--- src/hdl/itrf_pkg.sv ---
// ----------------------------------------------------------------------------
// itrf_pkg
// Shared types and constants of the I2C target register file.
// ----------------------------------------------------------------------------
package itrf_pkg;

  localparam int unsigned RxDepthDefault     = 32;
  localparam int unsigned NonceBytesDefault  = 16;
  localparam int unsigned ConfigBytesDefault = 16;
  localparam int unsigned TxDepthDefault     = 16;

  localparam logic [7:0] StatusRegReset  = 8'd0;
  localparam logic [7:0] NonceRegReset   = 8'd1;
  localparam logic [7:0] ConfigRegReset  = 8'd2;
  localparam logic [7:0] CommandRegReset = 8'd3;

  localparam logic [7:0] PadByte = 8'h00;

  typedef enum logic [3:0] {
    OP_BUS_ERROR   = 4'd0,
    OP_ADDR_READ   = 4'd1,
    OP_ADDR_WRITE  = 4'd2,
    OP_STOP        = 4'd3,
    OP_TX_SLOT     = 4'd4,
    OP_RX_BYTE     = 4'd5,
    OP_LOAD_NONCE  = 4'd6,
    OP_LOAD_CONFIG = 4'd7,
    OP_READ_RX     = 4'd8,
    OP_READ_ARMED  = 4'd9,
    OP_CLEAR_FLAGS = 4'd10
  } op_e;

  typedef enum logic [1:0] {
    CFG_STATUS  = 2'd0,
    CFG_NONCE   = 2'd1,
    CFG_CONFIG  = 2'd2,
    CFG_COMMAND = 2'd3
  } cfg_e;

  typedef struct packed {
    logic cmd;
    logic cfg;
    logic armed;
    logic consumed;
  } flags_t;

  typedef struct packed {
    logic       bus_action;
    logic [7:0] tx_byte;
    logic [7:0] host_byte;
    logic       use_rx_buffer;
    flags_t     flags;
    logic [5:0] received_length;
    logic [7:0] register_pointer;
  } result_t;

endpackage

--- src/hdl/itrf_rx_buffer.sv ---
// ----------------------------------------------------------------------------
// itrf_rx_buffer
// Receive byte buffer: one write port and one read port with registered data.
// ----------------------------------------------------------------------------
module itrf_rx_buffer #(
  parameter int unsigned DEPTH = 32,
  parameter int unsigned AW    = (DEPTH > 1) ? $clog2(DEPTH) : 1
) (
  input  logic          clk_i,
  input  logic          wr_en_i,
  input  logic [AW-1:0] wr_addr_i,
  input  logic [7:0]    wr_data_i,
  input  logic          rd_en_i,
  input  logic [AW-1:0] rd_addr_i,
  output logic [7:0]    rd_data_o
);

  logic [7:0] mem_q [DEPTH];
  logic [7:0] rd_data_q;

  always_ff @(posedge clk_i) begin
    if (wr_en_i) begin
      mem_q[wr_addr_i] <= wr_data_i;
    end
  end

  always_ff @(posedge clk_i) begin
    if (rd_en_i) begin
      rd_data_q <= mem_q[rd_addr_i];
    end
  end

  assign rd_data_o = rd_data_q;

endmodule

--- src/hdl/i2c_target_register_file.sv ---
// ----------------------------------------------------------------------------
// i2c_target_register_file
// Transaction layer of an I2C target with a sticky register pointer.
// ----------------------------------------------------------------------------
// Each request on the input channel is one bus event or host operation, and
// it produces exactly one result on the output channel. The block state is
// updated in the cycle the request is accepted; the receive buffer answers
// host reads from a synchronous memory whose registered read data joins the
// result as it moves from the first result stage to the output register.
// One request is taken every cycle while the output is not stalled. Two
// result stages sit between the channels, so a new request is still taken
// while a finished result waits; when the receiver stalls for longer, the
// input stalls after one more request. Configuration writes take effect at
// once; the user must make them only while the block is idle, and the block
// itself does not enforce this. Reset clears the pointer, counters, flags and
// the nonce and config stores at once; the receive buffer and transmit copy
// are not reset, and the transmit copy is only read where it was written.
// ----------------------------------------------------------------------------
module i2c_target_register_file #(
  parameter int unsigned RX_DEPTH     = itrf_pkg::RxDepthDefault,
  parameter int unsigned NONCE_BYTES  = itrf_pkg::NonceBytesDefault,
  parameter int unsigned CONFIG_BYTES = itrf_pkg::ConfigBytesDefault,
  parameter int unsigned TX_DEPTH     = itrf_pkg::TxDepthDefault
) (
  input  logic       clk_i,
  input  logic       rst_ni,
  input  logic       cfg_we_i,
  input  logic [1:0] cfg_index_i,
  input  logic [7:0] cfg_wdata_i,
  input  logic       in_valid_i,
  output logic       in_ready_o,
  input  logic [3:0] op_i,
  input  logic [7:0] byte_in_i,
  input  logic       master_nack_i,
  input  logic [4:0] byte_index_i,
  input  logic [7:0] status_byte_i,
  output logic       out_valid_o,
  input  logic       out_ready_i,
  output logic       bus_action_o,
  output logic [7:0] tx_byte_o,
  output logic [7:0] host_byte_o,
  output logic       command_pending_o,
  output logic       config_pending_o,
  output logic [5:0] received_length_o,
  output logic       nonce_armed_o,
  output logic       nonce_consumed_o,
  output logic [7:0] register_pointer_o
);

  import itrf_pkg::*;

  localparam int unsigned AW   = (RX_DEPTH > 1) ? $clog2(RX_DEPTH) : 1;
  localparam int unsigned CW   = $clog2(RX_DEPTH + 2);
  localparam int unsigned TLW  = $clog2(TX_DEPTH + 1);
  localparam int unsigned TPW  = (TX_DEPTH > 1) ? $clog2(TX_DEPTH) : 1;
  localparam int unsigned NIW  = (NONCE_BYTES > 1) ? $clog2(NONCE_BYTES) : 1;
  localparam int unsigned CIW  = (CONFIG_BYTES > 1) ? $clog2(CONFIG_BYTES) : 1;
  localparam int unsigned TxNonceN  = (NONCE_BYTES < TX_DEPTH) ? NONCE_BYTES : TX_DEPTH;
  localparam int unsigned TxConfigN = (CONFIG_BYTES < TX_DEPTH) ? CONFIG_BYTES : TX_DEPTH;

  logic [7:0] nonce_reg_q, config_reg_q, command_reg_q;

  logic [7:0]     ptr_q, ptr_d;
  logic           expect_q, expect_d;
  logic [CW-1:0]  cnt_q, cnt_d;
  logic [CW-1:0]  posted_q, posted_d;
  logic [TLW-1:0] txlen_q, txlen_d;
  logic [TLW-1:0] txpos_q, txpos_d;
  flags_t         flags_q, flags_d;

  logic [7:0] next_nonce_q [NONCE_BYTES];
  logic [7:0] next_nonce_d [NONCE_BYTES];
  logic [7:0] armed_q      [NONCE_BYTES];
  logic [7:0] armed_d      [NONCE_BYTES];
  logic [7:0] config_q     [CONFIG_BYTES];
  logic [7:0] config_d     [CONFIG_BYTES];
  logic [7:0] tx_store_q   [TX_DEPTH];
  logic [7:0] tx_store_d   [TX_DEPTH];

  logic       in_accept;
  logic       s1_adv;
  logic       s1_valid_q;
  result_t    s1_q, s1_d;
  logic       out_valid_q;
  result_t    out_q, out_d;

  logic          rx_we;
  logic [AW-1:0] rx_rd_addr;
  logic [7:0]    rx_rd_data;

  assign s1_adv     = !out_valid_q || out_ready_i;
  assign in_ready_o = !s1_valid_q || s1_adv;
  assign in_accept  = in_valid_i && in_ready_o;
  assign rx_rd_addr = AW'(byte_index_i);

  always_ff @(posedge clk_i or negedge rst_ni) begin
    if (!rst_ni) begin
      nonce_reg_q   <= NonceRegReset;
      config_reg_q  <= ConfigRegReset;
      command_reg_q <= CommandRegReset;
    end else if (cfg_we_i) begin
      case (cfg_index_i)
        CFG_NONCE:   nonce_reg_q   <= cfg_wdata_i;
        CFG_CONFIG:  config_reg_q  <= cfg_wdata_i;
        CFG_COMMAND: command_reg_q <= cfg_wdata_i;
        default: begin
          // A write to the status register number has no effect; the pointer resets to StatusRegReset.
        end
      endcase
    end
  end

  always_comb begin
    ptr_d        = ptr_q;
    expect_d     = expect_q;
    cnt_d        = cnt_q;
    posted_d     = posted_q;
    txlen_d      = txlen_q;
    txpos_d      = txpos_q;
    flags_d      = flags_q;
    next_nonce_d = next_nonce_q;
    armed_d      = armed_q;
    config_d     = config_q;
    tx_store_d   = tx_store_q;
    rx_we        = 1'b0;
    s1_d         = '0;
    s1_d.tx_byte   = PadByte;
    s1_d.host_byte = PadByte;
    if (in_accept) begin
      case (op_i)
        OP_BUS_ERROR: begin
          expect_d        = 1'b0;
          s1_d.bus_action = 1'b1;
        end
        OP_ADDR_READ: begin
          if (ptr_q == nonce_reg_q) begin
            armed_d          = next_nonce_q;
            flags_d.armed    = 1'b1;
            flags_d.consumed = 1'b1;
            for (int i = 0; i < TxNonceN; i++) begin
              tx_store_d[i] = next_nonce_q[i];
            end
            txlen_d = TLW'(TxNonceN);
          end else if (ptr_q == config_reg_q) begin
            for (int i = 0; i < TxConfigN; i++) begin
              tx_store_d[i] = config_q[i];
            end
            txlen_d = TLW'(TxConfigN);
          end else begin
            tx_store_d[0] = status_byte_i;
            txlen_d       = TLW'(1);
          end
          txpos_d = '0;
        end
        OP_ADDR_WRITE: begin
          expect_d = 1'b0;
          cnt_d    = '0;
        end
        OP_STOP: begin
          if (cnt_q != '0) begin
            if (ptr_q == command_reg_q) begin
              posted_d    = cnt_q;
              flags_d.cmd = 1'b1;
            end else if (ptr_q == config_reg_q) begin
              posted_d    = cnt_q;
              flags_d.cfg = 1'b1;
            end
          end
          s1_d.bus_action = 1'b1;
        end
        OP_TX_SLOT: begin
          if (txpos_q != '0 && master_nack_i) begin
            s1_d.bus_action = 1'b1;
          end else begin
            if (txpos_q < txlen_q && txpos_q < TLW'(TX_DEPTH)) begin
              s1_d.tx_byte = tx_store_q[txpos_q[TPW-1:0]];
            end
            if (txpos_q < TLW'(TX_DEPTH)) begin
              txpos_d = txpos_q + 1'b1;
            end
          end
        end
        OP_RX_BYTE: begin
          if (!expect_q) begin
            ptr_d    = byte_in_i;
            expect_d = 1'b1;
            cnt_d    = '0;
          end else begin
            if ((ptr_q == command_reg_q || ptr_q == config_reg_q)
                && cnt_q < CW'(RX_DEPTH)) begin
              rx_we = 1'b1;
            end
            if (cnt_q <= CW'(RX_DEPTH)) begin
              cnt_d = cnt_q + 1'b1;
            end
          end
        end
        OP_LOAD_NONCE: begin
          if (32'(byte_index_i) < NONCE_BYTES) begin
            next_nonce_d[NIW'(byte_index_i)] = byte_in_i;
          end
        end
        OP_LOAD_CONFIG: begin
          if (32'(byte_index_i) < CONFIG_BYTES) begin
            config_d[CIW'(byte_index_i)] = byte_in_i;
          end
        end
        OP_READ_RX: begin
          if (32'(byte_index_i) < RX_DEPTH) begin
            s1_d.use_rx_buffer = 1'b1;
          end
        end
        OP_READ_ARMED: begin
          if (32'(byte_index_i) < NONCE_BYTES) begin
            s1_d.host_byte = armed_q[NIW'(byte_index_i)];
          end
        end
        OP_CLEAR_FLAGS: begin
          flags_d = '0;
        end
        default: begin
        end
      endcase
    end
    s1_d.flags            = flags_d;
    s1_d.received_length  = 6'(posted_d);
    s1_d.register_pointer = ptr_d;
  end

  always_ff @(posedge clk_i or negedge rst_ni) begin
    if (!rst_ni) begin
      ptr_q      <= StatusRegReset;
      expect_q   <= 1'b0;
      cnt_q      <= '0;
      posted_q   <= '0;
      txlen_q    <= '0;
      txpos_q    <= '0;
      flags_q    <= '0;
      for (int i = 0; i < NONCE_BYTES; i++) begin
        next_nonce_q[i] <= '0;
        armed_q[i]      <= '0;
      end
      for (int i = 0; i < CONFIG_BYTES; i++) begin
        config_q[i] <= '0;
      end
    end else begin
      ptr_q        <= ptr_d;
      expect_q     <= expect_d;
      cnt_q        <= cnt_d;
      posted_q     <= posted_d;
      txlen_q      <= txlen_d;
      txpos_q      <= txpos_d;
      flags_q      <= flags_d;
      next_nonce_q <= next_nonce_d;
      armed_q      <= armed_d;
      config_q     <= config_d;
    end
  end

  always_ff @(posedge clk_i) begin
    tx_store_q <= tx_store_d;
  end

  itrf_rx_buffer #(
    .DEPTH (RX_DEPTH),
    .AW    (AW)
  ) u_rx_buffer (
    .clk_i     (clk_i),
    .wr_en_i   (rx_we),
    .wr_addr_i (cnt_q[AW-1:0]),
    .wr_data_i (byte_in_i),
    .rd_en_i   (in_accept),
    .rd_addr_i (rx_rd_addr),
    .rd_data_o (rx_rd_data)
  );

  always_ff @(posedge clk_i or negedge rst_ni) begin
    if (!rst_ni) begin
      s1_valid_q  <= 1'b0;
      out_valid_q <= 1'b0;
    end else begin
      if (in_ready_o) begin
        s1_valid_q <= in_valid_i;
      end
      if (s1_adv) begin
        out_valid_q <= s1_valid_q;
      end
    end
  end

  always_comb begin
    out_d = s1_q;
    if (s1_q.use_rx_buffer) begin
      out_d.host_byte = rx_rd_data;
    end
  end

  always_ff @(posedge clk_i) begin
    if (in_accept) begin
      s1_q <= s1_d;
    end
    if (s1_adv && s1_valid_q) begin
      out_q <= out_d;
    end
  end

  assign out_valid_o        = out_valid_q;
  assign bus_action_o       = out_q.bus_action;
  assign tx_byte_o          = out_q.tx_byte;
  assign host_byte_o        = out_q.host_byte;
  assign command_pending_o  = out_q.flags.cmd;
  assign config_pending_o   = out_q.flags.cfg;
  assign received_length_o  = out_q.received_length;
  assign nonce_armed_o      = out_q.flags.armed;
  assign nonce_consumed_o   = out_q.flags.consumed;
  assign register_pointer_o = out_q.register_pointer;

`ifndef SYNTHESIS
  a_txpos_bound : assert property (@(posedge clk_i) disable iff (!rst_ni)
    txpos_q <= TLW'(TX_DEPTH))
    else $error("transmit position beyond transmit depth");

  a_cnt_bound : assert property (@(posedge clk_i) disable iff (!rst_ni)
    cnt_q <= CW'(RX_DEPTH + 1))
    else $error("receive count beyond saturation value");

  a_nonce_arm : assert property (@(posedge clk_i) disable iff (!rst_ni)
    in_accept && op_i == OP_ADDR_READ && ptr_q == nonce_reg_q
    |=> s1_valid_q && s1_q.flags.armed && s1_q.flags.consumed)
    else $error("nonce read did not arm the nonce flags");

  a_s1_hold : assert property (@(posedge clk_i) disable iff (!rst_ni)
    s1_valid_q && !s1_adv |=> s1_valid_q && $stable(s1_q))
    else $error("stalled result stage lost its contents");
`endif

endmodule

--- config.mk ---
export PLATFORM = sky130hd
export DESIGN_NAME = i2c_target_register_file
export DESIGN_NICKNAME = d
export VERILOG_FILES = /design/src/hdl/itrf_pkg.sv /design/src/hdl/itrf_rx_buffer.sv /design/src/hdl/i2c_target_register_file.sv
export SDC_FILE = /design/constraint.sdc
export NUM_CORES = 1
export LEC_CHECK = 0
export ABC_AREA = 1
export BUFFER_PORTS_ARGS = -buffer_cell sky130_fd_sc_hd__buf_4
export CORE_UTILIZATION = 40
export DETAILED_ROUTE_END_ITERATION = 12
export SYNTH_ARGS = -nofsm -noshare
export SYNTH_HDL_FRONTEND = slang
export SYNTH_SLANG_ARGS = --single-unit
--- constraint.sdc ---
create_clock -name clk_i -period 5.4 [get_ports clk_i]
set_input_delay 0.81 -clock clk_i [delete_from_list [all_inputs] [get_ports clk_i]]
set_output_delay 0.81 -clock clk_i [all_outputs]
set_load 0.005 [all_outputs]
==> Word level (Yosys, flattened, before mapping) <==
Memories as Yosys holds them, arrays and structs flattened. A register that Yosys moved wholly into a read port is not among the register bits.
Cells that the tools add are included.
{ "totals": {"ff_bits": 644, "ram_bits": 256, "inputBits": 41, "memories": 1} }
{ "op_classes": {"add_sub_neg": 2, "n_lt_le_gt_ge": 8, "n_eq_ne": 19, "n_mux": 48, "n_bitwise": 4, "reduce_logical": 33} }
{ "mem_list": {"columns": ["memory", "words", "width", "rd", "rd_ports_with_merged_regs", "wr", "line", "source"], "rows": [
  ["u_rx_buffer.mem_q", 32, 8, 1, 1, 1, "itrf_rx_buffer.sv:18", "logic [7:0] mem_q [DEPTH];"]
]} }
{ "op_table": {"columns": ["op", "count"], "rows": [
  ["128-bit bitwise mux", 2],
  ["128-bit 2-to-1 mux", 1],
  ["120-bit 2-to-1 mux", 1],
  ["8-bit 2-to-1 mux", 10],
  ["8-bit binary-select mux with 4-bit select", 2],
  ["6-bit 2-to-1 mux", 7],
  ["8-bit demux with 4-bit select", 1],
  ["8-bit equality test", 3],
  ["5-bit 2-to-1 mux", 4],
  ["4-bit by 3-bit equality test with 1-bit output, second input constant", 4],
  ["3-bit AND reduction", 5],
  ["4-bit equality test, second input constant", 3],
  ["6-bit one-hot mux with 2 select lines", 1],
  ["2-bit AND reduction", 6],
  ["1-bit 2-to-1 mux", 11],
  ["5-bit >= comparator, second input constant", 2],
  ["5-bit less-than comparator, second input constant", 2],
  ["4-bit NOT with 5-bit output", 2],
  ["5-bit one-hot mux with 2 select lines", 1],
  ["4-bit by 2-bit equality test with 1-bit output, second input constant", 2],
  ["2-bit one-hot mux with 2 select lines", 2],
  ["2-bit nonzero test", 4],
  ["6-bit by 1-bit adder with 6-bit output, second input constant", 1],
  ["6-bit <= comparator, second input constant", 1],
  ["other kinds (22)", 36]
]} }

==> Longest topological paths before layout <==
{ "logic_depth": {"ltp_word": 9, "mapped_depth": 12, "depth_no_buf": 10} }

==> Hierarchy <==
From an unflattened synthesis, not the netlist that was laid out.
{ "hier_totals": {"cells_unflattened": 4067, "area_unflattened_um2": 38647.1} }
{ "by_module_without_submodules": {"columns": ["mod", "n_inst", "cells_per_inst", "area_each_um2"], "rows": [
  ["i2c_target_register_file", 1, 3145, 27780.4],
  ["itrf_rx_buffer", 1, 922, 10866.7]
]} }

==> Worst setup path after synthesis <==
Ideal clock, no wire load.
{ "synth_path": {"path_type": "input to register", "start": "in op_i[0]", "end": "reg tx_store_q[0] in the netlist's numbering, enable pin", "setup_ps": 484, "arrival_time_ps": 4152, "slack_ps": 764, "path_stages": 7, "path_cell_list": "inv_1 -> nor2_2 -> nand3_1 -> nor2_1 -> nand3_2 -> buf_2 -> nand2_1"} }
{ "synth_via": {"elab_chain_cells": 2} }
{ "synth_lines": {"columns": ["element", "line", "source"], "rows": [
  ["from (decl)", "i2c_target_register_file.sv:32", "input logic [3:0] op_i,"],
  ["4-bit by 1-bit equality test with 1-bit output", "i2c_target_register_file.sv:130", "case (op_i)"],
  ["3-bit AND reduction (no source line)", null, null],
  ["to (signal assigned)", "i2c_target_register_file.sv:261", "tx_store_q <= tx_store_d;"],
  ["to (decl)", "i2c_target_register_file.sv:77", "logic [7:0] tx_store_q [TX_DEPTH];"]
]} }
Every way passes these cells.
A chain may end at the register's enable or synchronous reset.

==> Worst setup path after layout <==
{ "layout_path": {"start": "reg config_reg_q[1]", "end": "mem u_rx_buffer.mem_q[21][3], enable pin"} }
{ "layout_via": {"elab_chain_cells": 9} }
{ "layout_lines": {"columns": ["element", "line", "source"], "rows": [
  ["from (decl)", "i2c_target_register_file.sv:61", "logic [7:0] nonce_reg_q, config_reg_q, command_reg_q;"],
  ["from (signal assigned)", "i2c_target_register_file.sv:99", "config_reg_q <= ConfigRegReset;"],
  ["from (signal assigned)", "i2c_target_register_file.sv:104", "CFG_CONFIG: config_reg_q <= cfg_wdata_i;"],
  ["8-bit equality test", "i2c_target_register_file.sv:189", "if ((ptr_q == command_reg_q || ptr_q == config_reg_q)"],
  ["1-bit logical OR", "i2c_target_register_file.sv:189", null],
  ["1-bit logical AND", "i2c_target_register_file.sv:190", "&& cnt_q < CW'(RX_DEPTH)) begin"],
  ["1-bit 2-to-1 mux", "i2c_target_register_file.sv:189", null],
  ["1-bit 2-to-1 mux", "i2c_target_register_file.sv:184", "if (!expect_q) begin"],
  ["1-bit 2-to-1 mux", "i2c_target_register_file.sv:130", null],
  ["1-bit 2-to-1 mux", "i2c_target_register_file.sv:129", "if (in_accept) begin"],
  ["1-bit 2-to-1 mux", "itrf_rx_buffer.sv:22", "if (wr_en_i) begin"],
  ["1-bit 2-to-1 mux (not written as such)", "itrf_rx_buffer.sv:23", "mem_q[wr_addr_i] <= wr_data_i;"],
  ["to (decl)", "itrf_rx_buffer.sv:18", null]
]} }
Every way passes these cells.

==> impl_metrics.env <==
export IMPL_ctsHoldBuffers=0
export IMPL_setup_violations=0
export IMPL_grt_use_total_pct=22.53
export IMPL_vias=28480
export IMPL_grt_pass1_vias=27190
export IMPL_routed_wl_um=110200
export IMPL_htreeDepth=3
export IMPL_antennaDiodeCount=0
export IMPL_finalMaxSlewViolations=0
export IMPL_wl_per_cell_um=20.34
export IMPL_cp_required_ps=5670
export IMPL_port_buffers=77
export IMPL_hp_class="primary input to asynchronous set/reset pin"
export IMPL_grt_pass1_wl_um=169200
export IMPL_grt_setup_unrepaired="no"
export IMPL_insertion_delay_ps=650
export IMPL_synth_seq_area_share_pct=64.79
export IMPL_place_area_um2=40220
export IMPL_via_per_inst=5.258
export IMPL_max_freq_mhz=268.1
export IMPL_postCtsSetupBuffers=0
export IMPL_yosys_area_top_type_share_pct=36.08
export IMPL_hpwl_um=66610
export IMPL_cts_made_buffers=94
export IMPL_drtIter0Drc=3113
export IMPL_skew_ps=19.86
export IMPL_start_kind="register"
export IMPL_area_growth_synth_to_final_pct=12.10
export IMPL_critPathKind="register to register"
export IMPL_post_cts_resized=0
export IMPL_drive_gt1_share_pct=7.107
export IMPL_nNetsFinal=4123
export IMPL_netlist_instances=4094
export IMPL_fin_area_um2=43200
export IMPL_syn_area_per_cell_um2=9.413
export IMPL_cts_root_buf="clkbuf_16"
export IMPL_cellPowerDensity_nw_per_um2=344.6
export IMPL_outcome="complete, no violations"
export IMPL_gp_congestion=0.8691
export IMPL_end_kind="register"
export IMPL_worstPathMaxFanout=12
export IMPL_synth_area_top_cells="edfxtp_1 (36%), dfrtp_1 (28%), nand2_1 (15%)"
export IMPL_dieArea_um2=97580
export IMPL_synth_top_area_cell="edfxtp_1"
export IMPL_setup_tns_ps=0
export IMPL_clk_path_buf_depth=3
export IMPL_die_y_um=312.4
export IMPL_power_total_uw=14890
export IMPL_antenna_found_initial=2
export IMPL_grt_max_degree=252
export IMPL_globalRouteOverflowTotal=0
export IMPL_clk_pin_slew_ps=60
export IMPL_drt_pass1_iter_count=5
export IMPL_ys_warn_count=0
export IMPL_drc=0
export IMPL_syn_num_nets=4142
export IMPL_p_leak_uw=0.01861
export IMPL_ant_nets=0
export IMPL_min_period_over_period_pct=69.07
export IMPL_peakVddDrop_v=0.0002182
export IMPL_period_minus_slack_ps=3730
export IMPL_yosysUniqueCellTypes=34
export IMPL_worstPathArrival_ps=4000
export IMPL_max_cap_violations=0
export IMPL_cts_tree="done"
export IMPL_initial_core_util_pct=40.50
export IMPL_cts_num_sinks=905
export IMPL_ioPinCount=78
export IMPL_die_w_um=312.4
export IMPL_synth_seq_cells=905
export IMPL_hold_viol=0
export IMPL_placementRows=113
export IMPL_slew_headroom_pct=22.46
export IMPL_worstMarginPinSlew_ps=1159
export IMPL_core_area_um2=95150
export IMPL_synthesis_area_um2=38540
[cell families (layout without fill, tap and decap cells)]
group / Yosys count / count (layout) / synth area share (%)
flip-flops: 905 / 905 / 64.79
AND/OR/NAND/NOR: 2352 / 2352 / 25.18
adder cells (fa/ha/maj): 7 / 7 / 0.2273
buffers and inverters: 437 / 494 / 4.458
XOR/XNOR: 10 / 10 / 0.2273
multiplexers: 8 / 8 / 0.2338
AO/OA/AOI/OAI: 375 / 375 / 4.883
[where the power goes]
part	internal [uW]	leakage, uW	total [uW]	switching [uW]
Sequential	7440	0.0104	7540	102
Clock	3710	0.00147	6410	2700
Combinational	244	0.00673	938	694
[per-stage QoR]
stage | util [%] | hold WS (ps) | std cells | worst slack (ps)
2_1_floorplan | - | 400.3 | 4094 | 763.9
3_3_place_gp | 42.27 | 400.8 | 5244 | 1345
3_5_place_dp | 42.27 | 404.5 | 5244 | 1344
4_1_cts | 45.40 | 111.3 | 5416 | 1687
5_1_grt | 45.40 | 125.1 | 5416 | 1421
6_report | 45.40 | 97.44 | 5416 | 1670
[metal layers]
| metal | global-route usage [%] | vias to the layer above | share of wire (%) |
|---|---|---|---|
| met4 | 5.971 | 2 | 2.1 |
| met3 | 3.543 | 143 | 7.7 |
| met1 | 33.32 | 13840 | 45 |
| met2 | 34.45 | 1046 | 45 |
| met5 | 0 | - | 0.018 |
| li1 | - | 13450 | - |
[final cells by class]
| cell class | count | area [um^2] |
|---|---|---|
| Tap cell | 1265 | 1583 |
| Fill cell | 9011 | 51950 |
| Sequential cell | 905 | 24970 |
| Multi-Input combinational cell | 2752 | 11900 |
| Inverter | 200 | 752.0 |
| Clock inverter | 28 | 289.0 |
| Timing Repair Buffer | 122 | 1015 |
| Clock buffer | 144 | 2690 |
[path summary, 6_finish.rpt]
kind,startpoint,slack (ps),cells after the start,endpoint
max,config_reg_q[1],1670,8,u_rx_buffer.mem_q[21][3]
min in group clk_i,out_d[33],420,0,tx_byte_o[6]
min reg2reg,out_d[33],420,0,tx_byte_o[6]
max reg2reg,config_reg_q[1],1670,8,u_rx_buffer.mem_q[21][3]
max in group asynchronous,rst_ni,4110,2,posted_q[4]
min,rst_ni,100,1,config_q[39]
[flip-flops by register name (all words and copies together), names as in the netlist, 2 cells and up]
signal and cells:
armed_q 128, cnt_q 6, command_reg_q 8, config_q 128, config_reg_q 8, flags_q 4
host_byte_o 8, next_nonce_q 128, nonce_reg_q 8, out_d 28, posted_q 6, ptr_q 8
received_length_o 6, register_pointer_o 8, s1_q 8, tx_byte_o 8, tx_store_q 128, txlen_q 2
txpos_q 5, u_rx_buffer.mem_q 256, u_rx_buffer.rd_data_o 8
[synthesized netlist by cell type (all sizes together)]
master and count:
nand3 486, clkbuf 152, o31ai 1, nand2 1538, xor2 2, nand4 59, inv 198, xnor2 8
nor3 6, o21ai 363, nor2 249, nand3b 8, o22ai 1, a21oi 9, ha 7, or2 3
mux2 8, edfxtp 463, nor4 3, dfrtp 438, buf 85, dfstp 4, clkinv 2, a31oi 1
[worst max-delay path, cell delays in order (launching register included)]
cell and delay [ps]:
dfstp_2 540, nand2_1 50, nand2_1 60, nand2_1 60
nor2_2 570, nand2_2 260, nand2_1 390, nand3_1 580
nor2_1 830
[layout by cell type, fill, tap and decap left out, types with 2 or more instances in the layout]
master	count
nand2_1	1535
nand3_1	485
edfxtp_1	463
dfrtp_1	436
o21ai_0	359
nor2_1	236
inv_1	194
buf_4	113
clkbuf_16	96
nand4_1	59
clkbuf_1	36
clkinv_2	18
nor2_2	11
clkbuf_8	10
xnor2_1	8
nand3b_1	8
a21oi_1	8
mux2_2	8
ha_1	7
buf_12	7
clkinv_1	6
nor3_1	6
bufinv_16	6
o21ai_1	4
dfstp_2	4
or2_2	3
inv_2	3
nor2_4	2
nand2_4	2
nor4_4	2
xor2_1	2
clkbuf_4	2
dfrtp_2	2
(Power assumes the default switching activity.)
